--- config.mk ---
export PLATFORM = sky130hd
export DESIGN_NAME = ips_heap_ram
export DESIGN_NICKNAME = d
export VERILOG_FILES = /design/src/rtl/ips_pkg.sv /design/src/rtl/ips_heap_ram.sv
export SDC_FILE = /design/constraint.sdc
export NUM_CORES = 2
export LEC_CHECK = 0
export BUFFER_PORTS_ARGS = -buffer_cell sky130_fd_sc_hd__buf_2
export CAP_MARGIN = 10
export CORE_MARGIN = 2
export CORE_UTILIZATION = 50
export CTS_CLUSTER_SIZE = 12
export DETAILED_ROUTE_END_ITERATION = 6
export PLACE_DENSITY_LB_ADDON = 0.2
export SLEW_MARGIN = 20
export SYNTH_ARGS = -nofsm -noshare
export SYNTH_HDL_FRONTEND = slang
export SYNTH_SLANG_ARGS = --single-unit
export TNS_END_PERCENT = 50
--- constraint.sdc ---
create_clock -name clk -period 5.1 [get_ports clk]
set_clock_uncertainty 0.2 [all_clocks]
set_input_delay 0.51 -clock clk [delete_from_list [all_inputs] [get_ports clk]]
set_output_delay 0.51 -clock clk [all_outputs]
set_load 0.05 [all_outputs]
--- src/rtl/ips_pkg.sv ---
package ips_pkg;

    localparam int unsigned TIME_W     = 32;
    localparam int unsigned OWNER_W    = 6;
    localparam int unsigned RES_W      = 7;
    localparam logic [RES_W-1:0] RES_LIMIT = 7'd64;

    typedef struct packed {
        logic              first;
        logic [TIME_W-1:0] start_time;
        logic [TIME_W-1:0] end_time;
    } in_item_t;

    typedef struct packed {
        logic [OWNER_W-1:0] assigned_resource;
        logic [RES_W-1:0]   resources_used;
        logic               overflow;
    } out_item_t;

    // One heap slot: end time and the resource holding it.
    typedef struct packed {
        logic [TIME_W-1:0]  end_time;
        logic [OWNER_W-1:0] owner;
    } heap_entry_t;

    typedef enum logic [2:0] {
        ST_IDLE,
        ST_ROOT,
        ST_SIFT_DOWN,
        ST_INSERT,
        ST_SIFT_UP,
        ST_PLACE,
        ST_DONE
    } ctrl_state_t;

endpackage

--- src/rtl/ips_heap_ram.sv ---
module ips_heap_ram
    import ips_pkg::*;
#(
    parameter int unsigned DEPTH = 64,
    parameter int unsigned AW    = 6
)
(
    input  logic          clk,
    input  logic          we,
    input  logic [AW-1:0] waddr,
    input  heap_entry_t   wdata,
    input  logic [AW-1:0] raddr_a,
    input  logic [AW-1:0] raddr_b,
    output heap_entry_t   rdata_a,
    output heap_entry_t   rdata_b
);

    heap_entry_t mem [DEPTH];

    always_ff @(posedge clk)
    begin
        if (we)
        begin
            mem[waddr] <= wdata;
        end
        rdata_a <= mem[raddr_a];
        rdata_b <= mem[raddr_b];
    end

endmodule

==> impl_metrics.tcl <==
set metrics [dict create \
    p_leak_uw 0.0403 \
    setup-tns-final_ns 0 \
    clock_latency_ns 0.95 \
    r2r_start "mem[15][21]" \
    power.share.switching 0.227 \
    hold_viol 0 \
    ys.flop_type "edfxtp_1" \
    drt_first_pass_iters 5 \
    grt_use_total 0.323 \
    comb_power_share 0.083 \
    yosys-mux-area-fraction 0.299 \
    cts_tree "done" \
    routed_wl_mm 369 \
    cts.sinks 2508 \
    antenna_left 0 \
    cts_made_buffers 286 \
    post-synth-top-count-cell "edfxtp_1" \
    slew-limit-headroom 0.211 \
    antenna_found_initial 42 \
    p_clk_frac 0.418 \
    hold_end "rdata_b[4]" \
    final_net_count 5446 \
    tightest_slew_ns 1.18 \
    place_congestion 0.863 \
    grt_max_degree 89 \
    min_path_type "in -> reg" \
    coreArea_um2 225000 \
    netlist_area_um2 114000 \
    io_pins 134 \
    crit_fanout 41 \
    drt_iter0_markers 9771 \
    synthXorXnorAreaFrac 0 \
    r2r_cells 5 \
    synth-edff-count 2432 \
    fin_crit_sh 0.600 \
    max_stage_delay_ns 0.71 \
    p_sw_uw 10500 \
    syn_nets 5134 \
    async_flop_share 0 \
    synthTopCellsByArea "edfxtp_1 (64%), mux4_2 (28%), mux2i_1 (1.4%), dfxtp_1 (1.3%), buf_2 (0.70%)" \
    ir_drop_uv 393 \
    synth_top_family_by_area "multiplexers" \
    root_buffer "clkbuf_16" \
    synthTopCellsByCount "edfxtp_1 (2432), mux4_2 (1415), mux2i_1 (159), buf_2 (158), clkbuf_1 (152)" \
    post-route-min-period_ns 3.06 \
    crit_slowest_cell "a211oi_1" \
    post_drt_wl_per_cell_um 42.9 \
    startpoint_type "input port" \
    vias 62800 \
    synth-seq-cells 2508 \
    post-dp-hpwl_mm 218 \
    fmax_mhz 327 \
    ys_warn_count 0 \
    clkTransAtPathRegs_ns 0.06 \
    required_ns 5.64 \
    intPower_uw 35800 \
    dieArea_um2 231000 \
    drv_slew 0 \
    synth-compound-area-share 0.0154 \
    hold_path_depth 4 \
    area_growth_pct 13.2 \
    power_uw 46300 \
    path_cells "buf_8 -> buf_4 -> mux4_2 -> mux4_2 -> nor2b_1 -> a211oi_1 -> a21oi_1" \
    initial_utilization 0.504 \
    synth_fa_ha_area_frac 0 \
    fp.dieW_um 481 \
    post_route_cells_drive_above_1_share 0.416 \
    netlist_instances 5076 \
    status "finished, final reports clean" \
    clock_path_buffers 4 \
    setup_violations 0 \
    rsz0062_at_grt "no" \
    critPathKind "in -> reg" \
    syn_avg_cell_area_um2 22.4 \
    grt_pass1_wl_mm 509 \
    seq_area_frac_synth 0.657 \
    hp-start "raddr_b[3]" \
    p_per_area_nw_per_um2 360 \
    synthSimpleGateAreaFrac 0.0119 \
    r2r_slack_ns 2.20 \
    cp_common_cell "mux4_2" \
    r2r-end "rdata_b[21]" \
    seqPwrFrac 0.499 \
    grt_pass1_vias 62100 \
    synth_top_area_cell "edfxtp_1" \
    grt-ovfl-total 0 \
    synthDistinctLibCells 38 \
    drc 0 \
    via_per_inst 7.30 \
    arrival_ns 3.60 \
    ctsHtreeMaxLevel 5 \
    io_buffers 133 \
    crit_path_end_kind "flop" \
    die_y_um 481 \
    cap_violations 0 \
    synth_top_area_frac 0.643 \
    row_count 174 \
]
critical path, delay by kind of cell:
kind                   cells  cell delay, ns
muxes                      2            1.01
buffers and inverters      2            0.87
and+or+nand+nor            1            0.18
AOI/OAI and AO/OA          2            0.98
per-stage QoR:
step | cells | setup WS, ns | instance area (um2) | hold slack, ns | util
2_1_floorplan | 5076 | 0.782 | 114000 | 0.409 | -
3_3_place_gp | 8076 | 1.10 | 120000 | 0.658 | 0.531
3_5_place_dp | 8076 | 1.11 | 120000 | 0.655 | 0.531
4_1_cts | 8552 | 2.10 | 128000 | 0.00194 | 0.569
5_1_grt | 8580 | 2.05 | 128000 | 0.0732 | 0.570
6_report | 8597 | 2.04 | 129000 | 0.0523 | 0.570
registers in the layout, summed over array words and instances (netlist names):
register  count
mem        2432
rdata_a      38
rdata_b      38
routing by layer:
layer | part of all wire | wire length, um | global-route usage
met3 | 0.12 | 43900 | 0.0760
met1 | 0.37 | 136000 | 0.454
met5 | 0.00037 | 135 | 0
met4 | 0.052 | 19300 | 0.152
met2 | 0.46 | 170000 | 0.485
worst max path at each step:
stage | from | end | depth (start not counted)
global placement | raddr_b[0] | rdata_b[21] | 7
floorplan | waddr[3] | mem[48][0] | 4
finish | raddr_b[0] | rdata_b[21] | 7
CTS | raddr_b[0] | rdata_b[26] | 7
global route | raddr_b[0] | rdata_b[26] | 7
detailed placement | raddr_b[0] | rdata_b[26] | 7
power groups by stage:
stage | Sequential [uW] | Clock [uW] | Combinational, uW
floorplan | 23600 | 0 | 2170
global placement | 23500 | 0 | 3810
detailed placement | 23500 | 0 | 3830
CTS | 23100 | 19600 | 3840
global route | 23100 | 20400 | 4020
finish | 23100 | 19300 | 3860
placed cells by master (no fill, tap or decap), types with 2 or more instances in the layout:
| cell type | instances |
|---|---|
| nand4_1 | 2 |
| clkbuf_1 | 80 |
| edfxtp_1 | 2432 |
| a22o_1 | 2 |
| clkbuf_16 | 293 |
| a21oi_1 | 45 |
| dlygate4sd3_1 | 14 |
| or3b_2 | 2 |
| o221a_2 | 4 |
| nand2_1 | 118 |
| bufinv_16 | 11 |
| clkinvlp_4 | 4 |
| buf_8 | 8 |
| clkinv_1 | 29 |
| nor2_1 | 15 |
| o211ai_1 | 41 |
| inv_6 | 4 |
| nand3_1 | 22 |
| nor3_2 | 2 |
| nor2b_1 | 45 |
| a211oi_1 | 47 |
| and2_2 | 2 |
| clkbuf_8 | 25 |
| nor2_4 | 64 |
| o22ai_1 | 11 |
| mux2_2 | 43 |
| o21ai_0 | 4 |
| buf_12 | 73 |
| nand3b_1 | 4 |
| mux4_2 | 1415 |
| a221o_1 | 2 |
| clkinv_2 | 28 |
| nand2b_1 | 14 |
| nor2b_4 | 2 |
| buf_4 | 221 |
| mux2i_1 | 159 |
| dfxtp_1 | 76 |
| diode_2 | 30 |
| a22oi_1 | 86 |
| buf_2 | 112 |
repair_timing:
action                                  CTS  global route
resized for setup                         0             0
hold buffers                              1            13
setup buffers                             0             0
endpoints found under the setup margin    0             0
hold endpoints to repair                  3           710
area by class of cell:
class                      count  area [um2]
sequential                  2508       74600
clock inverter                77         653
antenna                       30        75.1
tap                         2992        3740
clock buffer                 398        7980
fill                       16300       96800
multi-input combinational   2162       37600
inverter                       1        3.75
timing repair buffer         429        3950
kinds of logic after synthesis:
family | Yosys count
flops | 2508
mux | 1617
buf+inv | 406
simple gates | 298
compound gates | 247
No activity file was read; power rests on OpenSTA's default activity.
