File: src/rtl/ips_pkg.sv
package ips_pkg;

    localparam int unsigned TIME_W     = 32;
    localparam int unsigned OWNER_W    = 6;
    localparam int unsigned RES_W      = 7;
    localparam logic [RES_W-1:0] RES_LIMIT = 7'd64;

    typedef struct packed {
        logic              first;
        logic [TIME_W-1:0] start_time;
        logic [TIME_W-1:0] end_time;
    } in_item_t;

    typedef struct packed {
        logic [OWNER_W-1:0] assigned_resource;
        logic [RES_W-1:0]   resources_used;
        logic               overflow;
    } out_item_t;

    // One heap slot: end time and the resource holding it.
    typedef struct packed {
        logic [TIME_W-1:0]  end_time;
        logic [OWNER_W-1:0] owner;
    } heap_entry_t;

    typedef enum logic [2:0] {
        ST_IDLE,
        ST_ROOT,
        ST_SIFT_DOWN,
        ST_INSERT,
        ST_SIFT_UP,
        ST_PLACE,
        ST_DONE
    } ctrl_state_t;

endpackage

File: src/rtl/ips_ctrl.sv
module ips_ctrl
    import ips_pkg::*;
#(
    parameter int unsigned CAPACITY = 64,
    parameter int unsigned AW       = 6,
    parameter int unsigned CW       = 7
)
(
    input  logic          clk,
    input  logic          rst_n,
    input  logic          in_valid,
    output logic          in_ready,
    input  in_item_t      in_data,
    output logic          res_valid,
    input  logic          res_ready,
    output out_item_t     res_data,
    output logic          mem_we,
    output logic [AW-1:0] mem_waddr,
    output heap_entry_t   mem_wdata,
    output logic [AW-1:0] mem_raddr_a,
    output logic [AW-1:0] mem_raddr_b,
    input  heap_entry_t   mem_rdata_a,
    input  heap_entry_t   mem_rdata_b
);

    // Child indices can reach twice the depth, so they carry two spare bits.
    localparam int unsigned IW = AW + 2;

    ctrl_state_t         state_reg, state_next;
    logic [CW-1:0]       count_reg, count_next;
    logic [RES_W-1:0]    next_res_reg, next_res_next;
    logic [TIME_W-1:0]   start_reg, start_next;
    heap_entry_t         new_reg, new_next;
    heap_entry_t         move_reg, move_next;
    logic [AW-1:0]       hole_reg, hole_next;
    logic [CW-1:0]       size_reg, size_next;
    logic [OWNER_W-1:0]  assigned_reg, assigned_next;
    logic                ovf_reg, ovf_next;

    logic [CW-1:0]       cnt_eff;
    logic [IW-1:0]       l_idx, r_idx, nl_idx, nr_idx;
    logic                l_ok, r_ok, take_l, take_r;
    logic [TIME_W-1:0]   s_end;
    logic [AW-1:0]       parent, grand;
    logic [AW-1:0]       sd_hole;

    assign l_idx  = {1'b0, hole_reg, 1'b1};
    assign r_idx  = l_idx + IW'(1);
    assign l_ok   = l_idx < IW'(size_reg);
    assign r_ok   = r_idx < IW'(size_reg);
    assign take_l = l_ok && (move_reg.end_time > mem_rdata_a.end_time);
    assign s_end  = take_l ? mem_rdata_a.end_time : move_reg.end_time;
    assign take_r = r_ok && (s_end > mem_rdata_b.end_time);
    assign sd_hole = take_r ? r_idx[AW-1:0] : l_idx[AW-1:0];
    assign nl_idx = {1'b0, sd_hole, 1'b1};
    assign nr_idx = nl_idx + IW'(1);

    assign parent = AW'((hole_reg - AW'(1)) >> 1);
    assign grand  = AW'((parent - AW'(1)) >> 1);

    assign cnt_eff = in_data.first ? '0 : count_reg;

    assign res_data.assigned_resource = assigned_reg;
    assign res_data.resources_used    = next_res_reg;
    assign res_data.overflow          = ovf_reg;

    always_comb
    begin
        state_next    = state_reg;
        count_next    = count_reg;
        next_res_next = next_res_reg;
        start_next    = start_reg;
        new_next      = new_reg;
        move_next     = move_reg;
        hole_next     = hole_reg;
        size_next     = size_reg;
        assigned_next = assigned_reg;
        ovf_next      = ovf_reg;
        in_ready      = 1'b0;
        res_valid     = 1'b0;
        mem_we        = 1'b0;
        mem_waddr     = hole_reg;
        mem_wdata     = new_reg;
        mem_raddr_a   = '0;
        mem_raddr_b   = '0;

        unique case (state_reg)
            ST_IDLE:
            begin
                in_ready    = 1'b1;
                mem_raddr_b = AW'(cnt_eff - CW'(1));
                if (in_valid)
                begin
                    count_next        = cnt_eff;
                    next_res_next     = in_data.first ? '0 : next_res_reg;
                    start_next        = in_data.start_time;
                    new_next.end_time = in_data.end_time;
                    state_next        = ST_ROOT;
                end
            end

            ST_ROOT:
            begin
                if (count_reg != '0 && start_reg >= mem_rdata_a.end_time)
                begin
                    // Reuse: pull the root, last entry restarts from the top.
                    assigned_next  = mem_rdata_a.owner;
                    new_next.owner = mem_rdata_a.owner;
                    ovf_next       = 1'b0;
                    size_next      = count_reg - CW'(1);
                    move_next      = mem_rdata_b;
                    hole_next      = '0;
                    if (count_reg != CW'(1))
                    begin
                        mem_raddr_a = AW'(1);
                        mem_raddr_b = AW'(2);
                        state_next  = ST_SIFT_DOWN;
                    end
                    else
                    begin
                        state_next = ST_INSERT;
                    end
                end
                else if (count_reg >= CW'(CAPACITY) || next_res_reg >= RES_LIMIT)
                begin
                    assigned_next = '0;
                    ovf_next      = 1'b1;
                    state_next    = ST_DONE;
                end
                else
                begin
                    assigned_next  = next_res_reg[OWNER_W-1:0];
                    new_next.owner = next_res_reg[OWNER_W-1:0];
                    ovf_next       = 1'b0;
                    hole_next      = count_reg[AW-1:0];
                    count_next     = count_reg + CW'(1);
                    next_res_next  = next_res_reg + RES_W'(1);
                    state_next     = ST_INSERT;
                end
            end

            ST_SIFT_DOWN:
            begin
                mem_we = 1'b1;
                if (take_r || take_l)
                begin
                    mem_wdata   = take_r ? mem_rdata_b : mem_rdata_a;
                    hole_next   = sd_hole;
                    mem_raddr_a = nl_idx[AW-1:0];
                    mem_raddr_b = nr_idx[AW-1:0];
                end
                else
                begin
                    // The moving entry settles; the insert starts at the tail.
                    mem_wdata  = move_reg;
                    hole_next  = size_reg[AW-1:0];
                    state_next = ST_INSERT;
                end
            end

            ST_INSERT:
            begin
                mem_raddr_a = parent;
                state_next  = (hole_reg == '0) ? ST_PLACE : ST_SIFT_UP;
            end

            ST_SIFT_UP:
            begin
                mem_we = 1'b1;
                if (mem_rdata_a.end_time > new_reg.end_time)
                begin
                    mem_wdata   = mem_rdata_a;
                    hole_next   = parent;
                    mem_raddr_a = grand;
                    if (parent == '0)
                    begin
                        state_next = ST_PLACE;
                    end
                end
                else
                begin
                    state_next = ST_DONE;
                end
            end

            ST_PLACE:
            begin
                mem_we     = 1'b1;
                state_next = ST_DONE;
            end

            ST_DONE:
            begin
                res_valid = 1'b1;
                if (res_ready)
                begin
                    state_next = ST_IDLE;
                end
            end

            default:
            begin
                state_next = ST_IDLE;
            end
        endcase
    end

    always_ff @(posedge clk or negedge rst_n)
    begin
        if (!rst_n)
        begin
            state_reg    <= ST_IDLE;
            count_reg    <= '0;
            next_res_reg <= '0;
        end
        else
        begin
            state_reg    <= state_next;
            count_reg    <= count_next;
            next_res_reg <= next_res_next;
        end
    end

    always_ff @(posedge clk)
    begin
        start_reg    <= start_next;
        new_reg      <= new_next;
        move_reg     <= move_next;
        hole_reg     <= hole_next;
        size_reg     <= size_next;
        assigned_reg <= assigned_next;
        ovf_reg      <= ovf_next;
    end

endmodule

File: config.mk
export PLATFORM = sky130hd
export DESIGN_NAME = ips_ctrl
export DESIGN_NICKNAME = d
export VERILOG_FILES = /design/src/rtl/ips_pkg.sv /design/src/rtl/ips_ctrl.sv
export SDC_FILE = /design/constraint.sdc
export NUM_CORES = 1
export LEC_CHECK = 0
export BUFFER_PORTS_ARGS = -buffer_cell sky130_fd_sc_hd__buf_2
export CELL_PAD_IN_SITES_DETAIL_PLACEMENT = 0
export CELL_PAD_IN_SITES_GLOBAL_PLACEMENT = 2
export CORE_UTILIZATION = 38
export DETAILED_ROUTE_END_ITERATION = 8
export HOLD_SLACK_MARGIN = 0.03
export PLACE_DENSITY_LB_ADDON = 0.1
export SYNTH_ARGS = -nofsm -noshare
export SYNTH_HDL_FRONTEND = slang
export SYNTH_SLANG_ARGS = --single-unit
File: constraint.sdc
create_clock -name clk -period 17.95 [get_ports clk]
set_clock_uncertainty 0.2 [all_clocks]
set_input_delay 3.59 -clock clk [delete_from_list [all_inputs] [get_ports clk]]
set_output_delay 3.59 -clock clk [all_outputs]
set_load 0.02 [all_outputs]
==> reports/metrics.yaml <==
grt_overflow_total: 0
synth-seq-area-share_pct: 40.5
gr-usage-all-layers_pct: 24.5
syn_nets: 1325
layout.nets: 1530
critPathArrivalTime_ps: 9670
startpoint_type: "input port"
synth_warnings: 0
row_count: 60
cts_tree: "yes"
dr.pass1.iters: 5
hold_class: "register to register"
max_cap_viol_count: 0
utilization_pct: 46.5
hold_viol_final: 0
ys_seq_elements: 145
ant_nets: 0
synth.largest_area_cell: "edfxtp_1"
gp_congestion: 0.842
cts_hold_buf: 0
dp_cells: 1588
htreeDepth: 4
syn_area_per_cell_um2: 10.2
post_dp_cell_area_um2: 12000
power_mw: 1.79
crit_fanout: 36
io_pins: 218
syn_inst: 1030
synth_area_um2: 10500
drtIter0Drc: 543
postCtsSetupRepairBufs: 0
vias: 8871
cp.required_ps: 14160
rsz0062_at_grt: "false"
die_height_um: 169
portBuffers: 217
finalSetupViolations: 0
cts_buffers: 17
status: "complete, no violations"
synth_top_area_share_pct: 36.4
synth_ff_type: "edfxtp_1"
cp-end-kind: "primary output"
drive_gt1_share_pct: 23.6
cts_resized: 0
wl_per_cell_um: 20.8
wirelength_um: 33800
yosysMostFrequentCell: "ha_1"
p_leak_nw: 5.86
cts_buffer_depth: 2
synth.lib_cells_used.distinct: 73
die_w_um: 169
antenna_found_initial: 5
drcViolationCount: 0
die-area_um2: 28400
synth-async-reset-ratio_pct: 11.7
via_per_inst: 5.47
path_class: "input port to primary output"
fmax_ghz: 0.0743
slew_headroom_pct: 14.6
fin_crit_ps: 13460
yosys-top-cells-count: "ha_1 (150), edfxtp_1 (128), inv_1 (118), nand2_1 (75), a21oi_1 (58)"
grt_pass1_vias: 9062
grt_pass1_wl_um: 52100
maxSlewViolCount: 0
grt_max_degree: 65
clkLatencyLatePin_ps: 440
tightest_slew_ps: 1270
area_growth_pct: 19.4
hpwl_um: 25900
fin_area_um2: 12600
synth-edff-count: 128
finalNonFillerCells: 1622
fin_tns_setup_ps: 0
cts_sinks: 145
ir_drop_mv: 0.0883
timing.final.crit_share_pct: 75.0
synthTopCellsByArea: "edfxtp_1 (36%), ha_1 (18%), inv_1 (4.2%)"
core_area_um2: 27100
initial_utilization_pct: 38.9
clk_pin_slew_ps: 60
clock-root-buffer: "clkbuf_16"
power.density_nw_per_um2: 142
## per-layer routing
layer / vias up / wire length (µm) / GRT usage, %
met5: - / 32 / 0
met2: 274 / 15900 / 40.4
met1: 4252 / 15400 / 32.0
li1: 4307 / - / -
met4: 6 / 439 / 6.80
met3: 32 / 2010 / 5.73
## area by class of cell
type,instances,area (µm²)
repair buffers,225,1150
well taps,372,465
clock inverters,14,155
inverters,119,447
clock buffers,18,429
flip-flops and latches,145,4270
diodes,2,5.00
multi-input cells,727,5680
fillers,2663,14500
## cell usage in the layout (no fill, tap or decap), drive strengths merged, types with 3 or more instances in the layout
master and count:
buf 225, ha 150, edfxtp 128, inv 123, nand2 75, o21ai 70, a21oi 58, nor2 37
mux2i 28, mux2 27, nand3 26, nand4 26, a22oi 24, a221o 21, a21o 19, clkbuf 18
dfrtp 17, nor3 13, xnor2 12, nand2b 9, a32o 9, a31oi 9, o21a 8, a211oi 8
o211ai 8, clkinv 8, a221oi 7, and3 7, nor4 7, or3 6, xor2 6, a22o 6
nor2b 5, o22ai 4, or2 4, and2 4, o2111ai 3, o31ai 3, a31o 3
## logic make-up after synthesis
group	after synthesis	share of synthesized area, %
AO/OA/AOI/OAI	279	18.1
AND/OR/NAND/NOR	225	10.5
buffers and inverters	158	6.05
adder cells (fa/ha/maj)	150	17.8
flip-flops	145	40.5
multiplexers	55	5.54
XOR/XNOR	18	1.49
## worst max-delay path, cell delays in order
cell	delay [ps]
buf_2	150
inv_1	90
ha_1	320
nand4_1	190
nor2_1	70
a221o_1	360
o31a_1	340
o211ai_4	550
buf_4	500
mux2_2	400
ha_1	340
nand4_1	200
nor4_2	270
a22oi_1	110
nor4b_1	170
a211o_2	480
nor2_2	890
o21ai_0	310
nand2_1	160
buf_2	170
## report_power, final
part           total (mW)  leakage [nW]  internal (mW)  switching (mW)
logic               0.933          4.17          0.329           0.604
registers           0.498          1.39          0.438          0.0596
clock network       0.362         0.289          0.207           0.155
total                1.79          5.86          0.974           0.819
## metrics by stage
| stage | hold slack, ps | worst slack [ps] |
|---|---|---|
| floorplan | 334 | 6190 |
| global placement | 346 | 4460 |
| detailed placement | 364 | 4490 |
| CTS | 382 | 4470 |
| global route | 401 | 4120 |
| finish | 386 | 4490 |
## worst paths after layout
kind,slack [ps],to,startpoint,cells past startpoint
setup / recovery,4490,mem_raddr_a[5],mem_rdata_a[19],20
hold / removal,390,mem_waddr[5],size_reg[5],2
setup reg to reg,11470,mem_waddr[4],move_reg[21],17
hold reg to reg,390,mem_waddr[5],size_reg[5],2
max in group asynchronous,14360,state_reg[2],rst_n,1
min in group asynchronous,2880,count_reg[4],rst_n,1
Power figures use the tool's default switching activity.
